**config.mk**
```make
export PLATFORM = sky130hd
export DESIGN_NAME = valve_peak_hold_sequencer
export DESIGN_NICKNAME = d
export VERILOG_FILES = /design/src/vphs_pkg.sv /design/src/valve_peak_hold_sequencer.sv
export SDC_FILE = /design/constraint.sdc
export NUM_CORES = 1
export LEC_CHECK = 0
export BUFFER_PORTS_ARGS = -buffer_cell sky130_fd_sc_hd__buf_2
export CORE_ASPECT_RATIO = 0.6
export CORE_UTILIZATION = 40
export DETAILED_ROUTE_END_ITERATION = 12
export GPL_TIMING_DRIVEN = 1
export SYNTH_ARGS = -nofsm -noshare
export SYNTH_HDL_FRONTEND = slang
export SYNTH_SLANG_ARGS = --single-unit
```
**constraint.sdc**
```tcl
create_clock -name clk -period 13.85 [get_ports clk]
set_input_delay 1.385 -clock clk [delete_from_list [all_inputs] [get_ports clk]]
set_output_delay 1.385 -clock clk [all_outputs]
set_load 0.005 [all_outputs]
```
**src/vphs_pkg.sv**
```systemverilog
// shared codes and constants for the valve peak-and-hold sequencer
// no dependencies; imported by valve_peak_hold_sequencer
`timescale 1ns / 1ps
`default_nettype none

package vphs_pkg;

	// item kinds
	localparam logic [1:0] OP_STEP      = 2'd0;
	localparam logic [1:0] OP_COMMAND   = 2'd1;
	localparam logic [1:0] OP_TIMER_CLR = 2'd2;

	// command codes carried with OP_COMMAND
	localparam logic [1:0] CMD_FIRE  = 2'd0;
	localparam logic [1:0] CMD_OPEN  = 2'd1;
	localparam logic [1:0] CMD_CLOSE = 2'd2;

	// configuration register indexes
	localparam int unsigned CFG_IDX_W = 3;
	localparam logic [CFG_IDX_W-1:0] REG_NORMALLY_OPEN  = 3'd0;
	localparam logic [CFG_IDX_W-1:0] REG_FIRE_DELAY     = 3'd1;
	localparam logic [CFG_IDX_W-1:0] REG_FULL_DUTY_TIME = 3'd2;
	localparam logic [CFG_IDX_W-1:0] REG_HOLD_DUTY      = 3'd3;
	localparam logic [CFG_IDX_W-1:0] REG_FULL_DUTY      = 3'd4;

	localparam int unsigned TIMER_W = 32;
	localparam int unsigned ELAPSED_W = 16;
	localparam int unsigned DUTY_W = 8;

	localparam logic [DUTY_W-1:0] HOLD_DUTY_RST = 8'd50;
	localparam logic [DUTY_W-1:0] FULL_DUTY_RST = 8'd255;
	localparam logic [DUTY_W-1:0] DUTY_OFF      = 8'd0;

endpackage

`default_nettype wire

```
**src/valve_peak_hold_sequencer.sv**
```systemverilog
// top level of the valve peak-and-hold sequencer
// depends on vphs_pkg for item, command and register codes
`timescale 1ns / 1ps
`default_nettype none

// Peak-and-hold sequencer for one solenoid valve. Items arrive on the item channel (op,
// elapsed_us, command) and each one produces exactly one result (drive_write, duty,
// valve_state). One item is taken every clock cycle while item_stall is low; each item passes
// through the input register and then the result register, and an empty input register can
// take the next item while a result waits on result_stall. The valve state, the saturating
// microsecond timer and the last written duty live in registers that the result stage updates,
// so each item sees everything that earlier items left behind. The worst path is one 32-bit
// saturating add followed by a 32-bit compare. Configuration registers are written through
// wr_en / wr_index / wr_data with no wait; an index past the register list is dropped. Write
// them only while no item is in flight. After reset the state is closed, the timer and last
// duty are zero, hold duty is 50 and full duty is 255.
module valve_peak_hold_sequencer
	import vphs_pkg::*;
(
	input  wire logic                 clk,
	input  wire logic                 arst_n,
	// configuration write port
	input  wire logic                 wr_en,
	input  wire logic [CFG_IDX_W-1:0] wr_index,
	input  wire logic [TIMER_W-1:0]   wr_data,
	// item channel
	input  wire logic                 item_valid,
	output logic                      item_stall,
	input  wire logic [1:0]           op,
	input  wire logic [ELAPSED_W-1:0] elapsed_us,
	input  wire logic [1:0]           command,
	// result channel
	output logic                      result_valid,
	input  wire logic                 result_stall,
	output logic                      drive_write,
	output logic [DUTY_W-1:0]         duty,
	output logic [2:0]                valve_state
);

	typedef enum logic [2:0] {
		ST_CLOSED     = 3'd0,
		ST_OPEN       = 3'd1,
		ST_FIRE_CMD   = 3'd2,
		ST_OPEN_CMD   = 3'd3,
		ST_CLOSE_CMD  = 3'd4,
		ST_OPEN_PROC  = 3'd5,
		ST_CLOSE_PROC = 3'd6
	} vstate_t;

	// configuration
	logic               normally_open_q;
	logic [TIMER_W-1:0] fire_delay_q;
	logic [TIMER_W-1:0] full_time_q;
	logic [DUTY_W-1:0]  hold_duty_q;
	logic [DUTY_W-1:0]  full_duty_q;

	// input register
	logic                 valid_s1;
	logic [1:0]           op_s1;
	logic [ELAPSED_W-1:0] elapsed_s1;
	logic [1:0]           cmd_s1;

	// sequencer state
	vstate_t            state_q;
	logic [TIMER_W-1:0] timer_q;
	logic [DUTY_W-1:0]  last_duty_q;

	// result register
	logic              result_valid_q;
	logic              drive_write_q;
	logic [DUTY_W-1:0] duty_q;
	vstate_t           result_state_q;

	// next-state values for the item in the input register
	vstate_t            state_n;
	logic [TIMER_W-1:0] timer_n;
	logic [DUTY_W-1:0]  last_duty_n;
	logic               wrote;
	logic [TIMER_W:0]   sum_wide;
	logic [TIMER_W-1:0] timer_sum;

	// the input stage moves on whenever the result register is empty or being drained
	logic advance;
	// the input register takes a new item when it moves on or when it is empty
	logic load_s1;
	assign advance    = !result_valid_q || !result_stall;
	assign load_s1    = advance || !valid_s1;
	assign item_stall = !load_s1;

	// configuration writes
	always_ff @(posedge clk or negedge arst_n) begin
		if (!arst_n) begin
			normally_open_q <= 1'b0;
			fire_delay_q    <= '0;
			full_time_q     <= '0;
			hold_duty_q     <= HOLD_DUTY_RST;
			full_duty_q     <= FULL_DUTY_RST;
		end else if (wr_en) begin
			case (wr_index)
				REG_NORMALLY_OPEN:  normally_open_q <= wr_data[0];
				REG_FIRE_DELAY:     fire_delay_q    <= wr_data;
				REG_FULL_DUTY_TIME: full_time_q     <= wr_data;
				REG_HOLD_DUTY:      hold_duty_q     <= wr_data[DUTY_W-1:0];
				REG_FULL_DUTY:      full_duty_q     <= wr_data[DUTY_W-1:0];
				default: ;
			endcase
		end
	end

	// input register: loads on each item transfer
	always_ff @(posedge clk or negedge arst_n) begin
		if (!arst_n) begin
			valid_s1 <= 1'b0;
		end else if (load_s1) begin
			valid_s1 <= item_valid;
		end
	end

	always_ff @(posedge clk) begin
		if (load_s1 && item_valid) begin
			op_s1      <= op;
			elapsed_s1 <= elapsed_us;
			cmd_s1     <= command;
		end
	end

	// saturating timer add, only kept on a step
	assign sum_wide  = {1'b0, timer_q} + {{(TIMER_W + 1 - ELAPSED_W){1'b0}}, elapsed_s1};
	assign timer_sum = sum_wide[TIMER_W] ? {TIMER_W{1'b1}} : sum_wide[TIMER_W-1:0];

	// state rule
	always_comb begin
		state_n     = state_q;
		timer_n     = timer_q;
		last_duty_n = last_duty_q;
		wrote       = 1'b0;
		case (op_s1)
			OP_STEP: begin
				timer_n = timer_sum;
				case (state_q)
					ST_FIRE_CMD: begin
						if (timer_sum >= fire_delay_q) begin
							state_n = normally_open_q ? ST_CLOSE_CMD : ST_OPEN_CMD;
							timer_n = '0;
						end
					end
					ST_OPEN_CMD: begin
						wrote   = 1'b1;
						timer_n = '0;
						if (normally_open_q) begin
							last_duty_n = DUTY_OFF;
							state_n     = ST_OPEN;
						end else begin
							last_duty_n = full_duty_q;
							state_n     = ST_OPEN_PROC;
						end
					end
					ST_CLOSE_CMD: begin
						wrote   = 1'b1;
						timer_n = '0;
						if (normally_open_q) begin
							last_duty_n = full_duty_q;
							state_n     = ST_CLOSE_PROC;
						end else begin
							last_duty_n = DUTY_OFF;
							state_n     = ST_CLOSED;
						end
					end
					ST_OPEN_PROC, ST_CLOSE_PROC: begin
						// pull-in done: drop to hold duty
						if (timer_sum >= full_time_q) begin
							wrote       = 1'b1;
							last_duty_n = hold_duty_q;
							timer_n     = '0;
							state_n     = (state_q == ST_OPEN_PROC) ? ST_OPEN : ST_CLOSED;
						end
					end
					ST_CLOSED: begin
						// normally closed valve keeps re-asserting off
						if (!normally_open_q) begin
							wrote       = 1'b1;
							last_duty_n = DUTY_OFF;
						end
					end
					default: ;
				endcase
			end
			OP_COMMAND: begin
				case (cmd_s1)
					CMD_FIRE: begin
						state_n = ST_FIRE_CMD;
						timer_n = '0;
					end
					CMD_OPEN: begin
						state_n = ST_OPEN_CMD;
						timer_n = '0;
					end
					CMD_CLOSE: begin
						state_n = ST_CLOSE_CMD;
						timer_n = '0;
					end
					default: ;  // unknown command is ignored
				endcase
			end
			OP_TIMER_CLR: timer_n = '0;
			default: ;  // unknown op is ignored
		endcase
	end

	// sequencer state and result valid
	always_ff @(posedge clk or negedge arst_n) begin
		if (!arst_n) begin
			state_q        <= ST_CLOSED;
			timer_q        <= '0;
			last_duty_q    <= '0;
			result_valid_q <= 1'b0;
		end else if (advance) begin
			result_valid_q <= valid_s1;
			if (valid_s1) begin
				state_q     <= state_n;
				timer_q     <= timer_n;
				last_duty_q <= last_duty_n;
			end
		end
	end

	// result payload
	always_ff @(posedge clk) begin
		if (advance && valid_s1) begin
			drive_write_q  <= wrote;
			duty_q         <= last_duty_n;
			result_state_q <= state_n;
		end
	end

	assign result_valid = result_valid_q;
	assign drive_write  = drive_write_q;
	assign duty         = duty_q;
	assign valve_state  = result_state_q;

	// only a step item may write a duty
	a_write_only_on_step: assert property (@(posedge clk) disable iff (!arst_n)
		advance && valid_s1 && op_s1 != OP_STEP |=> !drive_write_q)
		else $error("duty write from a non-step item");

	// a step out of open_cmd always writes a duty
	a_open_cmd_writes: assert property (@(posedge clk) disable iff (!arst_n)
		advance && valid_s1 && op_s1 == OP_STEP && state_q == ST_OPEN_CMD |=> drive_write_q)
		else $error("open_cmd step without duty write");

	// timer reset item clears the timer
	a_timer_clear: assert property (@(posedge clk) disable iff (!arst_n)
		advance && valid_s1 && op_s1 == OP_TIMER_CLR |=> timer_q == '0)
		else $error("timer not cleared");

	// the item channel stalls only when the input register holds an item
	a_stall_needs_item: assert property (@(posedge clk) disable iff (!arst_n)
		item_stall |-> valid_s1 && result_valid_q)
		else $error("item stall with nothing held");

	// result state matches the sequencer state right after an update
	a_result_state: assert property (@(posedge clk) disable iff (!arst_n)
		advance && valid_s1 |=> result_state_q == state_q)
		else $error("result state differs from sequencer state");

endmodule

`default_nettype wire
```
### Yosys cells after proc, flatten, opt, wreduce, memory -nomap -nowiden

Cells that the tools add are included.

| cells by class | value |
|---|---|
| $add $sub $neg | 1 |
| $lt $le $gt $ge | 2 |
| equality and inequality tests | 14 |
| mux-type cells | 24 |
| reductions and logical operators | 23 |

Operators by type and width:

| cell | number |
|---|---|
| case mux 32 bit (3 select lines) | 2 |
| two-way mux 32 bit | 4 |
| greater-or-equal comparator 32 bit | 2 |
| two-way mux 8 bit | 5 |
| adder 32 x 16 -> 33 bit | 1 |
| case mux 8 bit (4 select lines) | 1 |
| two-way mux 3 bit | 5 |
| equality test 3 x 2 -> 1 bit, second input constant | 4 |
| equality test 3 bit, second input constant | 4 |
| case mux 3 bit (4 select lines) | 1 |
| AND reduction 2 bit | 6 |
| case mux 3 bit (3 select lines) | 1 |
| logical NOT 3 bit | 2 |
| case mux 3 bit (2 select lines) | 1 |
| equality test 2 x 1 -> 1 bit, second input constant | 2 |
| equality test 2 bit, second input constant | 2 |
| logical NOT 1 bit | 4 |
| logical NOT 2 bit | 2 |
| AND reduction 4 bit | 1 |
| OR reduction 2 bit | 2 |
| equality test 3 x 1 -> 1 bit, second input constant | 1 |
| two-way mux 1 bit | 3 |
| case mux 1 bit (3 select lines) | 1 |
| nonzero test 3 bit | 1 |
| 4 further kinds | 6 |

| storage, ports and cells | value |
|---|---|
| bits in registers | 158 |
| input bits | 60 |
| output and inout port bits | 14 |
| logic and storage cells | 80 |

### Logic depth before layout (Yosys ltp)

Gate-level depths: netlist (run 1).

| depth | value |
|---|---|
| depth in word-level cells | 6 |
| depth in mapped cells | 18 |
| mapped depth without buffers | 17 |

### Worst setup path after synthesis (run 1)

OpenSTA, ideal clock, no wires.

| timing | value |
|---|---|
| kind | register -> register |
| start | register elapsed_s1[0] |
| end | register duty_q[6], in the netlist duty[6], data pin |
| library setup time | 256 ps |
| arrival time | 4209 ps |
| data required time | 13594 ps |
| slack | 9384 ps |
| cell stages (with the launch flop) | 19 |
| path buffers | 3 |
| period minus slack after synthesis | 4466 ps |
| cells stage by stage | edfxtp_1 ha_1 fa_1 a211oi_1 o21ai_1 nand4_4 a2111o_1 buf_2 buf_2 nand2_1 ha_1 a21oi_1 a21boi_0 o221ai_1 o2111ai_2 o21ba_1 buf_2 a221o_1 a22o_1 |

| on the way | value |
|---|---|
| word-level cells in the longest chain between the ends | 6 |

Ends and longest elaborated chain:

| item | line | text |
|---|---|---|
| start, declared | valve_peak_hold_sequencer.sv:60 | `logic [ELAPSED_W-1:0] elapsed_s1;` |
| start signal, assigned | valve_peak_hold_sequencer.sv:122 | `elapsed_s1 <= elapsed_us;` |
| adder 32 x 16 -> 33 bit | valve_peak_hold_sequencer.sv:128 | `assign sum_wide = {1'b0, timer_q} + {{(TIMER_W + 1 - ELAPSED_W){1'b0}}, elapsed_s1};` |
| two-way mux 32 bit | valve_peak_hold_sequencer.sv:129 | `assign timer_sum = sum_wide[TIMER_W] ? {TIMER_W{1'b1}} : sum_wide[TIMER_W-1:0];` |
| greater-or-equal comparator 32 bit | valve_peak_hold_sequencer.sv:171 | `if (timer_sum >= full_time_q) begin` |
| two-way mux 8 bit | valve_peak_hold_sequencer.sv:171 |  |
| case mux 8 bit (4 select lines) | valve_peak_hold_sequencer.sv:140 | `case (state_q)` |
| two-way mux 8 bit | valve_peak_hold_sequencer.sv:137 | `case (op_s1)` |
| net last_duty_n[6] | valve_peak_hold_sequencer.sv:77 | `logic [DUTY_W-1:0] last_duty_n;` |
| end signal, assigned | valve_peak_hold_sequencer.sv:231 | `duty_q <= last_duty_n;` |
| end, declared | valve_peak_hold_sequencer.sv:71 | `logic [DUTY_W-1:0] duty_q;` |

The timed path passes the listed nets, and every way through them passes these cells.
A chain may end at the register's enable or synchronous reset.

### Worst setup path after layout (run 1)

| timing | value |
|---|---|
| start | register elapsed_s1[0] |
| end | register timer_q[24] |

| on the way | value |
|---|---|
| word-level cells in the longest chain between the ends | 6 |
| elaborated cells on any way between the ends | 8 |
| those cells by class | 1 x add/sub; 2 x order compare; 5 x mux |

Ends and longest elaborated chain:

| item | line | text |
|---|---|---|
| adder 32 x 16 -> 33 bit (*) | valve_peak_hold_sequencer.sv:128 |  |
| two-way mux 32 bit (*) | valve_peak_hold_sequencer.sv:129 |  |
| greater-or-equal comparator 32 bit, on equally long branches | valve_peak_hold_sequencer.sv:171, valve_peak_hold_sequencer.sv:142 |  |
| two-way mux 32 bit, on equally long branches | valve_peak_hold_sequencer.sv:171, valve_peak_hold_sequencer.sv:142 |  |
| case mux 32 bit (3 select lines) (*) | valve_peak_hold_sequencer.sv:140 |  |
| case mux 32 bit (3 select lines) (*) | valve_peak_hold_sequencer.sv:137 |  |
| end signal, assigned | valve_peak_hold_sequencer.sv:221 | `timer_q <= timer_n;` |
| end, declared | valve_peak_hold_sequencer.sv:65 | `logic [TIMER_W-1:0] timer_q;` |

Mark *: on every way between the ends. The rest lies on a longest branch, timed or not.

==> results of run 1 <==
-- worst min path at each step --
stage                               from             end  slack (ps)  depth (start not counted)
after global placement          valid_s1    result_valid         470                          1
final                           valid_s1    result_valid         490                          1
after detailed placement      timer_q[0]      timer_q[0]         480                          2
after CTS                       valid_s1    result_valid         490                          1
after floorplan               timer_q[0]      timer_q[0]         450                          2
after global routing      hold_duty_q[0]  hold_duty_q[0]         530                          1
-- kinds of logic (layout without fill, tap and decap cells) --
family,count (synthesis),after routing
adders and majority gates,85,85
xor gates and xnor gates,18,18
DFF,158,158
AOI/OAI and AO/OA,279,279
buffers and inverters,114,191
and+or+nand+nor,298,298
muxes,30,30
-- final cells by class --
type                       instances  area share, %
clock buffer                      19           4.30
clock inverter                    13           1.62
inverter                          81           2.82
multi-input combinational        710           45.6
tap                              315           3.65
timing repair buffer              78           3.75
sequential                       158           38.2
-- sequential cells by signal (all words and copies together), names as in the netlist, 8 cells and up --
register      flops
fire_delay_q     32
full_time_q      32
timer_q          32
full_duty_q       8
duty              8
hold_duty_q       8
last_duty_q       8
elapsed_s1       16
-- layout by cell type (no fill, tap or decap), types with 10 or more instances in the layout --
| cell | netlist | layout |
|---|---|---|
| nand2_1 | 152 | 152 |
| dfrtp_1 | 115 | 115 |
| o21ai_0 | 90 | 90 |
| ha_1 | 83 | 83 |
| inv_1 | 80 | 80 |
| buf_2 | 6 | 72 |
| nor2_1 | 51 | 49 |
| a21oi_1 | 49 | 49 |
| edfxtp_1 | 32 | 32 |
| mux2_2 | 21 | 21 |
| o21ai_1 | 19 | 19 |
| nand3_1 | 19 | 19 |
| clkbuf_16 | 0 | 18 |
| a22o_1 | 16 | 16 |
| xnor2_1 | 12 | 12 |
| a21o_1 | 12 | 12 |
| dfstp_2 | 11 | 11 |
| nor3_1 | 10 | 10 |
-- worst max-delay path, cell delays in order, from the launching register on --
cell	delay (ps)
edfxtp_1	370
ha_1	250
fa_1	430
a211oi_1	420
o21ai_1	220
nand4_4	200
a2111o_1	890
nand2_1	220
ha_1	370
nand2_1	100
nor4_1	500
o2111ai_1	240
a31oi_2	460
o311ai_4	180
a21oi_4	600
o22ai_1	170
-- routing by layer --
metal  up-vias  wire (microns)  part of all wire [%]  GRT usage [%]
met4         0             232                  0.96           5.87
met1      3553           13300                    55           34.5
met2       213            9060                    37           25.6
li1       3662               -                     -              -
met3        16            1550                   6.4           4.38
met5         -               0                     0              0
-- cell usage after synthesis, types with 16 or more instances --
master,n
clkbuf_1,20
inv_1,80
o21ai_0,90
a22o_1,16
a21oi_1,49
dfrtp_1,115
nor2_1,51
nand3_1,19
mux2_2,21
ha_1,83
edfxtp_1,32
nand2_1,152
o21ai_1,19
-- through the flow --
step	total power (W)	area [sq um]	utilization (%)	worst slack (ps)
2_1_floorplan	0.00124	9500	-	9380
5_1_grt	0.00214	10800	46.6	7710
4_1_cts	0.00199	10800	46.6	8130
6_report	0.00199	10800	46.6	8050
3_5_place_dp	0.00147	10200	43.8	8190
3_3_place_gp	0.00146	10200	43.8	8390
-- where the power goes --
group / switching, W / internal, W / total [W]
logic: 0.000501 / 0.000326 / 0.000828
clock network: 0.000211 / 0.000304 / 0.000515
registers: 0.0000734 / 0.000579 / 0.000652
==> summary.md, run 1 <==
| Metric | Value |
|---|---|
| Post-synth EDFFs | `32` |
| Vias in the first global route | `6675` |
| Post-route ant nets | `0` |
| Tightest Hold Check Type | `register to register` |
| Nets | `roughly 1200` |
| Post-synthesis cell type count | `between 90 and 100` |
| Postcts setup bufs | `0` |
| Syn Nets | `1126` |
| DRC | `0` |
| Port buffer count | `73` |
| Total GRT Usage | `20.8%` |
| RSZ-0062 raised after global routing | `no` |
| Pwr/cell area | `185 nW/um^2` |
| CP endpoint kind | `register` |
| Post-CTS sizing | `0` |
| DRT iter0 DRCs | `722` |
| Initial antenna violation count | `0` |
| Syn Area/Cell | `9.68 sq um` |
| Worst setup endpoint | `timer_q[24]` |
| WP data arrival | `6090 ps` |
| Post-synthesis mux area share | `3.44%` |
| Final Skew | `12.0 ps` |
| Post-Route WL | `24200 microns` |
| Worst hold slack | `488 ps` |
| Worst Setup SP | `elapsed_s1[0]` |
| Xor/xnor share of the synthesized area | `1.66%` |
| Die X | `201 microns` |
| Initial Util | `41.0%` |
| Slew headroom | `18.7%` |
| Sink Count | `158` |
| Global route overflow | `0` |
| Critical Path RT | `14140 ps` |
| R2R cell count | `15` |
| Mapped Area | `9500 sq um` |
| Lkg Pwr | `4.82 nW` |
| Synth area leaders | `dfrtp_1 (30%), ha_1 (11%), edfxtp_1 (10%)` |
| Antenna diodes | `0` |
| Adder-Cell Fraction of Synth Area | `between 10 and 15%` |
| Final Cycle Share | `a little over two fifths` |
| WL per Instance | `between 15 and 20 microns` |
| Reg area | `4130 sq um` |
| Startpoint types | `register` |
| Multi-input logic area | `4930 sq um` |
| Worst reg2reg startpoint | `elapsed_s1[0]` |
| Area share of the largest cell type after synthesis | `30.3%` |
| Vias post-DR | `7444` |
| Critical Setup Path Class | `register to register` |
| TritonCTS clock tree | `yes` |
| Core box area | `23200 sq um` |
| R2R Setup Slk | `8050 ps` |
| R2R Path End | `timer_q[24]` |
| Post-Synth Simple-Gate Area | `14.7%` |
| P&R area growth vs syn | `13.7%` |
| Layout fillers | `2180` |
| Die Height | `121 microns` |
| Outcome | `completed` |
| CP max FO | `30` |
| Total negative slack | `0 ps` |
| Detailed Place HPWL | `18000 microns` |
| CTS max path bufs | `2` |
| Final Max Slew Viols | `0` |
| Io pins | `between 70 and 80` |
| Drt pass-1 iters | `5` |
| First-pass GRT wire length | `roughly 39000 microns` |
| Cts hold-fix bufs | `0` |
| Max Clk Rate | `172 MHz` |
| Post-route insts no fill | `1374` |
| Cts bufs inserted | `17` |
| Rows | `43` |
| Top_reg_cell synth | `dfrtp_1` |
| Setup violations, final | `0` |
| Post-synthesis async set-or-reset flop share | `between 70% and 80%` |
| Sequential-to-total area share from yosys stat | `43.4%` |
| Yosys reg bits | `158` |
| Largest net degree at the start of global routing | `66` |
| Placed cell count | `about 1300` |
| Final hold vios | `0` |
| Root Driver | `clkbuf_16` |
| Max cap viols | `0` |
| Compound-Gate Fraction of Synth Area | `around 21%` |
| H-tree levels | `4` |
| Vias per cell | `5.42` |
| Peak VDD IR | `~0.098 mV` |
| Slew at the pin closest to its max-slew limit | `1210 ps` |
| Die area | `between 20000 and 25000 sq um` |
| Main combinational cell family by area after synthesis | `compound AO/OA/AOI/OAI gates` |
| Synth area leader | `dfrtp_1` |
| Clk Latency, worst-skew pair | `440 ps` |
| GPL Wtd Cong | `0.895` |
| Yosys warns | `0` |
| Post-Synthesis Cells | `982` |
| Minimum clock period | `5800 ps` |
| Share of layout cells above drive strength 1 | `16.7%` |
| Clock slew at reported path FFs | `60 ps` |
Note: power is estimated with default switching activity, not from simulation.
==> inputs of run 2 (changes only) <==
==> constraint.sdc (replaced) <==
create_clock -name clk -period 6.1 [get_ports clk]
set_input_delay 0.61 -clock clk [delete_from_list [all_inputs] [get_ports clk]]
set_output_delay 0.61 -clock clk [all_outputs]
set_load 0.005 [all_outputs]
==> run 2 against run 1 <==
Against the previous run:
- critical path depth increased by 1
- maximum frequency increased by 7.6%
- global-route usage decreased by 0.32 points
- setup slack got worse by 7300 ps
- worst hold slack got worse by 260 ps
- critical endpoint is now timer_q[23]
- largest power group unchanged
==> summary.md, run 2 (synthesis results as in run 1) <==
| Metric | Value |
|---|---|
| Port buffer count | `73 (unchanged)` |
| Clk Latency, worst-skew pair | `440 ps (about the same)` |
| Max cap viols | `0 (unchanged)` |
| Initial antenna violation count | `0 (unchanged)` |
| Total negative slack | `0 ps (unchanged)` |
| Post-route cell area | `10800 sq um (about the same)` |
| Max Clk Rate | `186 MHz (was 172 MHz)` |
| Tightest Hold Check Type | `primary input to asynchronous set/reset pin (was register to register)` |
| CP endpoint kind | `register (unchanged)` |
| Post-route insts no fill | `1377 (was 1374)` |
| Cts bufs inserted | `17 (unchanged)` |
| CP max FO | `20 (was 30)` |
| Total GRT Usage | `20.5% (was 20.8%)` |
| Fin util | `46.5% (was 46.6%)` |
| Post-Route WL | `24100 microns (was 24200 microns)` |
| Place WS | `845 ps (was 8190 ps)` |
| Startpoint types | `register (unchanged)` |
| Vias in the first global route | `6710 (was 6675)` |
| R2R cell count | `16 (was 15)` |
| Lkg Pwr | `4.79 nW (was 4.82 nW)` |
| Area after DPL | `10200 sq um (about the same)` |
| Seq pwr share | `33.3% (was 32.7%)` |
| Final Max Slew Viols | `0 (unchanged)` |
| Core box area | `23200 sq um (unchanged)` |
| Final hold vios | `0 (unchanged)` |
| TritonCTS clock tree | `yes (unchanged)` |
| RSZ-0062 raised after global routing | `no (unchanged)` |
| H-tree levels | `4 (unchanged)` |
| Die X | `201 microns (unchanged)` |
| Largest net degree at the start of global routing | `69 (was 66)` |
| Net switching power | `0.00178 W (was 0.000785 W)` |
| CTS max path bufs | `2 (unchanged)` |
| Comb power frac | `42.3% (was 41.5%)` |
| Nets | `1193 (was 1190)` |
| Drt pass-1 iters | `5 (unchanged)` |
| Clock slew at reported path FFs | `60 ps (about the same)` |
| WL per Instance | `17.5 microns (was 17.6 microns)` |
| Io pins | `74 (unchanged)` |
| Outcome | `completed (unchanged)` |
| PnR worst setup slack | `711 ps (was 8050 ps)` |
| Global route overflow | `0 (unchanged)` |
| Placed cell count | `1345 (was 1342)` |
| Rows | `43 (unchanged)` |
| Die Height | `121 microns (unchanged)` |
| Cts hold-fix bufs | `0 (unchanged)` |
| Post-CTS sizing | `0 (unchanged)` |
| Share of layout cells above drive strength 1 | `16.8% (was 16.7%)` |
| WP data arrival | `5670 ps (was 6090 ps)` |
| Layout fillers | `2210 (was 2180)` |
| GPL Wtd Cong | `0.913 (was 0.895)` |
| Vias post-DR | `7402 (was 7444)` |
| Int Pwr | `0.00267 W (was 0.00121 W)` |
| Largest regs | `fire_delay_q: 32 flops, full_time_q: 32 flops, timer_q: 32 flops (unchanged)` |
| Sink Count | `158 (unchanged)` |
| DRT iter0 DRCs | `534 (was 722)` |
| Initial Util | `41.0% (unchanged)` |
| P&R area growth vs syn | `13.4% (was 13.7%)` |
| DRC | `0 (unchanged)` |
| Detailed Place HPWL | `18000 microns (about the same)` |
| Sw Ratio | `40.0% (was 39.4%)` |
| Minimum clock period | `5390 ps (was 5800 ps)` |
| Critical Setup Path Class | `register to register (unchanged)` |
| Critical Path RT | `6380 ps (was 14140 ps)` |
| Slew at the pin closest to its max-slew limit | `1350 ps (was 1210 ps)` |
| Vias per cell | `5.38 (was 5.42)` |
| Root Driver | `clkbuf_16 (unchanged)` |
| Post-route ant nets | `0 (unchanged)` |
| Leading cell types in the layout, fill and taps excluded | `nand2_1 (152), dfrtp_1 (115), o21ai_0 (90), ha_1 (83), inv_1 (80) (unchanged)` |
| Setup violations, final | `0 (unchanged)` |
| Final Skew | `7.65 ps (was 12.0 ps)` |
| Peak VDD IR | `0.212 mV (was 0.0975 mV)` |
| Slew headroom | `8.86% (was 18.7%)` |
| Postcts setup bufs | `0 (unchanged)` |
| Clk pwr share | `24.4% (was 25.8%)` |
| Final Cycle Share | `88.3% (was 41.9%)` |
| First-pass GRT wire length | `38100 microns (was 38600 microns)` |
| Commonest non-fill, non-tap cell in the layout | `nand2_1 (unchanged)` |
| Die area | `24400 sq um (unchanged)` |
| Pwr/cell area | `413 nW/um^2 (was 185 nW/um^2)` |
| Antenna diodes | `0 (unchanged)` |
run 2: area by class of cell:
class / instances / area [sq um] / share of cell area (%)
clock buffers: 19 / 433 / 4.02
clock inverters: 13 / 156 / 1.45
inverters: 81 / 304 / 2.82
multi-input cells: 710 / 4930 / 45.8
flip-flops and latches: 158 / 4130 / 38.3
well taps: 315 / 394 / 3.66
repair buffers: 81 / 428 / 3.97
run 2: layer usage:
metal	global-route usage, %	share of wire [%]
met1	33.3	55
met2	25.3	36
met3	5.67	8.2
met4	4.82	0.94
met5	0	0
run 2: power by group through the flow:
stage | registers, W | logic, W | clock network (W)
3_5_place_dp | 0.00150 | 0.00184 | 0
6_report | 0.00148 | 0.00188 | 0.00109
5_1_grt | 0.00151 | 0.00212 | 0.00114
2_1_floorplan | 0.00141 | 0.00140 | 0
4_1_cts | 0.00148 | 0.00185 | 0.00111
3_3_place_gp | 0.00149 | 0.00181 | 0
run 2: path summary, 6_finish.rpt:
| path | start | to | slack [ps] |
|---|---|---|---|
| max in group asynchronous | arst_n | full_time_q[15] | 4370 |
| min reg2reg | valid_s1 | result_valid | 490 |
| min | arst_n | full_time_q[17] | 230 |
| max reg2reg | timer_q[0] | timer_q[23] | 710 |
| max | timer_q[0] | timer_q[23] | 710 |
| min in group clk | elapsed_us[13] | elapsed_s1[13] | 340 |
run 2: per-stage QoR:
step,total power [W],hold WS [ps]
global route,0.00477,306
finish,0.00445,229
detailed placement,0.00333,479
global placement,0.00331,473
floorplan,0.00281,314
CTS,0.00444,271
run 2: worst max-delay path: stages, from the launching register on:
cell and delay [ps]:
dfrtp_1 390, ha_1 230, fa_1 440, a211oi_1 400
o21ai_1 210, nand4_4 200, a2111o_1 600, buf_4 270
o21ai_1 180, ha_1 330, nand2_1 80, nor4_1 300
o21ai_0 200, a31oi_2 420, o311ai_4 180, a21oi_4 610
o22ai_1 190
